`src/design/per_client_window_rate_limiter_core_defines.svh`:
```
`ifndef PER_CLIENT_WINDOW_RATE_LIMITER_CORE_DEFINES_SVH
`define PER_CLIENT_WINDOW_RATE_LIMITER_CORE_DEFINES_SVH

// Same-cycle implication, checked on every clock edge outside reset.
`define PCWRL_ASSERT_NOW(label, clk, rst_n, ante, cons, msg) \
    label: assert property (@(posedge clk) disable iff (!rst_n) (ante) |-> (cons)) \
        else $error(msg);

// Next-cycle implication, checked on every clock edge outside reset.
`define PCWRL_ASSERT_NEXT(label, clk, rst_n, ante, cons, msg) \
    label: assert property (@(posedge clk) disable iff (!rst_n) (ante) |=> (cons)) \
        else $error(msg);

`endif

```
`src/design/pcwrl_pkg.sv`:
```
`default_nettype none

package pcwrl_pkg;

    // Table and field sizes.
    localparam int CLIENT_SLOTS = 256;
    localparam int SLOT_W       = $clog2(CLIENT_SLOTS);
    localparam int TIME_W       = 32;
    localparam int COUNT_W      = 17;
    localparam int LIMIT_W      = 16;

    localparam logic [LIMIT_W-1:0] DEFAULT_WINDOW = 16'd300;
    localparam logic [COUNT_W-1:0] COUNT_MAX      = 17'h1FFFF;
    localparam logic [LIMIT_W-1:0] RETRY_MAX      = 16'hFFFF;

    // Configuration register indexes and reset values.
    localparam int CFG_IDX_W = 1;
    localparam logic [CFG_IDX_W-1:0] CFG_REQ_QUOTA     = 1'b0;
    localparam logic [CFG_IDX_W-1:0] CFG_LIMIT_SECONDS = 1'b1;
    localparam logic [LIMIT_W-1:0] RST_REQ_QUOTA     = 16'd100;
    localparam logic [LIMIT_W-1:0] RST_LIMIT_SECONDS = 16'd300;

    // Queue between the front and the back.
    localparam int QUEUE_DEPTH = 4;
    localparam int QUEUE_AW    = $clog2(QUEUE_DEPTH);

    typedef logic [SLOT_W-1:0] t_slot;

    typedef struct packed {
        logic [7:0]        client_slot;
        logic [TIME_W-1:0] now_secs;
    } t_req;

    typedef struct packed {
        logic               refused;
        logic [LIMIT_W-1:0] wait_secs;
    } t_resp;

    typedef struct packed {
        t_slot             slot;
        logic [TIME_W-1:0] now_secs;
    } t_job;

    typedef struct packed {
        logic [LIMIT_W-1:0] req_quota;
        logic [LIMIT_W-1:0] limit_seconds;
    } t_cfg;

    typedef struct packed {
        logic               locked;
        logic [TIME_W-1:0]  window_begin;
        logic [COUNT_W-1:0] hit_count;
        logic [TIME_W-1:0]  lock_until;
        logic [LIMIT_W-1:0] entry_limit;
    } t_entry;

    localparam int ENTRY_W = $bits(t_entry);

endpackage

`default_nettype wire

```
`src/design/pcwrl_front.sv`:
```
`default_nettype none

`include "per_client_window_rate_limiter_core_defines.svh"

module pcwrl_front
    import pcwrl_pkg::*;
(
    input  wire logic i_clk,
    input  wire logic i_rst_n,
    input  wire logic i_in_valid,
    output logic      o_in_ready,
    input  wire t_req i_in_req,
    output logic      o_job_valid,
    input  wire logic i_job_ready,
    output t_job      o_job
);

    t_job                r_queue [QUEUE_DEPTH];
    logic [QUEUE_AW-1:0] r_wr_ptr;
    logic [QUEUE_AW-1:0] r_rd_ptr;
    logic [QUEUE_AW:0]   r_count;
    logic                push;
    logic                pop;
    t_job                job_in;

    // The slot index is reduced to the table size before it is queued.
    always_comb begin
        job_in.slot     = i_in_req.client_slot[SLOT_W-1:0];
        job_in.now_secs = i_in_req.now_secs;
    end

    assign o_in_ready  = (r_count != (QUEUE_AW+1)'(QUEUE_DEPTH));
    assign o_job_valid = (r_count != '0);
    assign o_job       = r_queue[r_rd_ptr];
    assign push        = i_in_valid && o_in_ready;
    assign pop         = o_job_valid && i_job_ready;

    // Queue storage holds payload only.
    always_ff @(posedge i_clk) begin
        if (push) begin
            r_queue[r_wr_ptr] <= job_in;
        end
    end

    // Pointers and fill level.
    always_ff @(posedge i_clk) begin
        if (!i_rst_n) begin
            r_wr_ptr <= '0;
            r_rd_ptr <= '0;
            r_count  <= '0;
        end else begin
            if (push) begin
                r_wr_ptr <= r_wr_ptr + 1'b1;
            end
            if (pop) begin
                r_rd_ptr <= r_rd_ptr + 1'b1;
            end
            if (push && !pop) begin
                r_count <= r_count + 1'b1;
            end else if (pop && !push) begin
                r_count <= r_count - 1'b1;
            end
        end
    end

    `PCWRL_ASSERT_NOW(a_count_bound, i_clk, i_rst_n, 1'b1,
        r_count <= (QUEUE_AW+1)'(QUEUE_DEPTH), "queue fill level beyond depth")
    `PCWRL_ASSERT_NEXT(a_push_grows, i_clk, i_rst_n, push && !pop,
        r_count == $past(r_count) + 1'b1, "queue level did not grow on push")
    `PCWRL_ASSERT_NOW(a_pop_not_empty, i_clk, i_rst_n, pop,
        r_count != '0, "item taken from an empty queue")

endmodule

`default_nettype wire

```
`config.mk`:
```
export PLATFORM = sky130hd
export DESIGN_NAME = pcwrl_front
export DESIGN_NICKNAME = d
export VERILOG_FILES = /design/src/design/pcwrl_pkg.sv /design/src/design/pcwrl_front.sv
export VERILOG_INCLUDE_DIRS = /design/src /design/src/design
export SDC_FILE = /design/constraint.sdc
export NUM_CORES = 1
export LEC_CHECK = 0
export BUFFER_PORTS_ARGS = -buffer_cell sky130_fd_sc_hd__clkbuf_2
export CORE_ASPECT_RATIO = 0.9
export CORE_MARGIN = 4
export CORE_UTILIZATION = 40
export CTS_CLUSTER_DIAMETER = 30
export DETAILED_ROUTE_END_ITERATION = 8
export SLEW_MARGIN = 10
export SYNTH_ARGS = -nofsm -noshare
export SYNTH_HDL_FRONTEND = slang
export SYNTH_SLANG_ARGS = --single-unit
export TNS_END_PERCENT = 30
```
`constraint.sdc`:
```
create_clock -name i_clk -period 2.5 [get_ports i_clk]
set_input_delay 0.5 -clock i_clk [delete_from_list [all_inputs] [get_ports i_clk]]
set_output_delay 0.5 -clock i_clk [all_outputs]
set_load 0.02 [all_outputs]
```
# Word-level counts from Yosys, hierarchy flattened
# Memories as Yosys holds them, arrays and structs flattened. A register that Yosys moved wholly into a read port is not among the register bits.
# Index checks and enable logic that the tools add are counted.
# totals
output_inout_bits,42
ram_bits,160
mem_count,1
regBits,7
# op_classes
eq_ne,1
n_addsub,4
mux,6
reduce_logical,8
# mem_list
name,words,width,read_ports,rd_clocked_by_memory_dff,write_ports,line_no,rtl
r_queue,4,40,1,1,1,pcwrl_front.sv:18,t_job r_queue [QUEUE_DEPTH];
# op_table
cell,n
3-bit 2-to-1 mux,2
"2-bit by 1-bit adder with 2-bit output, second input constant",2
1-bit logical AND,4
2-bit 2-to-1 mux,2
"3-bit by 1-bit adder with 3-bit output, second input constant",1
"3-bit != test, second input constant",1
3-bit nonzero test,1
"3-bit by 1-bit subtractor with 3-bit output, second input constant",1
1-bit logical NOT,2
1-bit 2-to-1 mux,2
2-bit nonzero test,1

# Logic depth before layout (Yosys ltp)
# logic_depth
ltp_word,6
ltp_mapped,8
ltp_nobuf,8

# Least setup slack after synthesis
# No wires, ideal clock.
# synth_path
kind,register to register
start,register r_count[0]
end,"memory r_queue[0][0] (netlist bit), enable pin"
t_required_ns,2.099
period_less_slack_ns,2.268
setup_slack_ns,0.232
stages_incl_launch_ff,4
arrival_ns,1.867
path_buffers,0
cell_sequence,dfxtp_1 > nor2_1 > a21boi_2 > and2_1
# synth_between
elab_chain_len,4
# synth_rtl
item,line_no,rtl
from (decl),pcwrl_front.sv:21,logic [QUEUE_AW:0] r_count;
from (signal assigned),pcwrl_front.sv:59,r_count <= r_count + 1'b1;
from (signal assigned),pcwrl_front.sv:61,r_count <= r_count - 1'b1;
3-bit != test,pcwrl_front.sv:32,assign o_in_ready = (r_count != (QUEUE_AW+1)'(QUEUE_DEPTH));
1-bit logical AND,pcwrl_front.sv:35,assign push = i_in_valid && o_in_ready;
via push,pcwrl_front.sv:22,logic push;
1-bit 2-to-1 mux,pcwrl_front.sv:40,if (push) begin
1-bit 2-to-1 mux (implied by the code),pcwrl_front.sv:41,r_queue[r_wr_ptr] <= job_in;
to (decl),pcwrl_front.sv:18,
# The timed path passes the listed nets, and every way through them passes these cells.

==> results.md <==
* Filler cell count in the final layout at 1268
* Clk pin slew, worst setup/hold paths at 0.06 ns
* Cell Rows at 43
* RSZ-0062 raised after global routing: false
* Commonest cells post-synth: edfxtp_1, mux4_2, dfxtp_1, and2_1
* Endpoints failing setup at 0
* Clock latency at the later pin of the worst-skew pair at 0.42 ns
* Number of diodes at 0
* Post-Layout Cell Count at 577
* Initial drt markers at 132
* Drt first pass iters at 4
* Synth warn at 0
* Hold Fails Final Rpt at 0
* Syn Inst Count at 257
* CTS buffer count at 17
* Critical Path RT at 2.00 ns
* Die Wd at 140 um
* First-pass GRT wire length at 17300 um
* Max Slew Vio Count at 0
* Area added between synthesis and finish at 20.5%
* Max Cap Violations at 0
* IO Count at 86
* Core Region at 0.0154 sq mm
* Syn_area_per_cell at 24.6 sq um
* CTS Buffer Depth at 2
* Die height at 127 um
* Total negative setup slack at 0 ns
* EDFF count, synth at 160
* Vias in the first global route at 3103
* Clk_skew at 0.00504 ns
* Run status: completed
* Port Buffers at 85
* Clock sinks at 169
* Period utilization at 0.890
* ANT nets after route at 0
* Flop and latch count out of synthesis at 169
* Dpl hpwl at 6560 um
* Vias/cell at 4.99
* CP Capture Type: output port
* CTS tree: done
* Critical Path Fanout Max at 21
* Post-Route WL at 10700 um
* Hold Path Class: in2reg
* CP Launch Type: register
* Detailed-route wire length per cell at 18.6 um
* Prevailing post-synth register cell: edfxtp_1
* Initial antenna violation count at 0
* Static leakage at 2.58 nW
* CTS H-tree lvls at 4
* Post-synthesis sequential area ratio at 0.790
* Placed Cells at 545
* Final layout net count at 412
* Synth Cell Area at 0.00631 sq mm
* Root buf cell: clkbuf_16
* Top post-synthesis cells by area: edfxtp_1, mux4_2, dfxtp_1
* Initial Util at 0.409
* Synth top area share at 0.761
* Synth area leader: edfxtp_1
* Crit path DAT at 1.73 ns
* Vias at 2880
* Hold buffer count at cts at 0
* Final GP Congestion at 0.694
* Largest net degree at the start of global routing at 37
* Synth cell types at 23
* Mapped Nets at 307
* Highest clock rate at 0.449 GHz
* Grt ovf at 0
* Post-cts repair resize count at 0
* Die area at 0.0179 sq mm
* CP Class: reg2out
* Layout cells sized above 1 at 0.459
* Post-layout minimum cycle time at 2.23 ns
* Slew HR at 0.754
* # DRC at 0
* Postcts setup bufs at 0
* VDD IR max at 0.585 mV
* Power Dens Cells at 1080 mW/mm^2
* Total GRT Usage at 0.131
* Count leader, synth: edfxtp_1
* Slew @ Worst Pin at 0.369 ns
* Synth async-reset ratio at 0
-- sequential cells by signal, indices dropped and copies added (netlist names), named ones only --
signal and count:
r_wr_ptr 2, r_rd_ptr 2, r_queue 160, r_count 3
-- power breakdown --
part           internal (W)  switching, W  leakage (nW)
logic              0.000908       0.00116         0.769
registers           0.00344      0.000114          1.54
clock network       0.00156      0.000996         0.272
-- final timing paths --
path / startpoint / endpoint / slack, ns / depth (start not counted)
worst min-delay path: i_in_req[23] / r_queue[2][23] / 0.30 / 1
worst max register to register: r_count[0] / r_count[2] / 0.35 / 8
worst max-delay path: register / o_job[24] / 0.27 / 3
worst min register to register: r_wr_ptr[1] / r_wr_ptr[1] / 0.51 / 2
-- per-layer routing --
metal / vias to the layer above / track usage / part of all wire
met3: 14 / 0.0558 / 0.072
met5: - / 0 / 0
met4: 0 / 0.0444 / 0.011
met1: 1505 / 0.173 / 0.44
li1: 1286 / - / -
met2: 75 / 0.197 / 0.48
-- kinds of logic after synthesis --
group / count (synthesis) / share of synthesized area
flops: 169 / 0.790
fa+ha+maj: 6 / 0.0131
compound gates: 5 / 0.00971
mux: 43 / 0.147
buf+inv: 13 / 0.0200
xor+xnor: 4 / 0.00555
simple gates: 17 / 0.0145
-- layout by cell type, fill, tap and decap left out --
cell type / instances
bufinv_16: 3
buf_4: 7
inv_1: 3
o21ai_0: 1
o311ai_2: 1
xnor2_1: 3
a21boi_2: 1
a21boi_0: 1
xor2_1: 1
and2_1: 4
clkinvlp_4: 4
mux2i_1: 3
nor2b_1: 1
or3_1: 2
clkbuf_1: 2
dfxtp_1: 7
dfxtp_2: 1
fa_1: 1
o31ai_4: 1
clkinv_2: 1
and2_2: 4
dfxtp_4: 1
clkbuf_2: 85
nand2_1: 5
clkinv_4: 2
mux4_2: 40
clkinv_1: 3
buf_12: 4
edfxtp_1: 160
clkbuf_16: 17
nor2_1: 1
ha_1: 5
-- worst max-delay path: stages, from the launching register on --
cell and delay, ns:
dfxtp_4 0.37, buf_12 0.21, mux4_2 0.54, clkbuf_2 0.18
-- through the flow --
stage | instance area [sq um] | total power, W | hold slack [ns] | setup WS, ns | util
floorplan | 6310 | 0.00516 | 0.468 | 0.232 | -
global placement | 7020 | 0.00573 | 0.490 | 0.451 | 0.455
detailed placement | 7020 | 0.00575 | 0.506 | 0.363 | 0.455
CTS | 7600 | 0.00833 | 0.273 | 0.222 | 0.493
global route | 7600 | 0.00860 | 0.273 | 0.184 | 0.493
finish | 7600 | 0.00818 | 0.300 | 0.274 | 0.493
-- cell type report --
cell class,count,area [sq um],share of cell area
clock buffers,19,433,0.0569
clock inverters,13,154,0.0202
inverters,3,11.3,0.00148
multi-input cells,75,1210,0.159
flip-flops and latches,169,4990,0.656
well taps,202,253,0.0332
repair buffers,96,558,0.0734
Power figures use the tool's default switching activity.
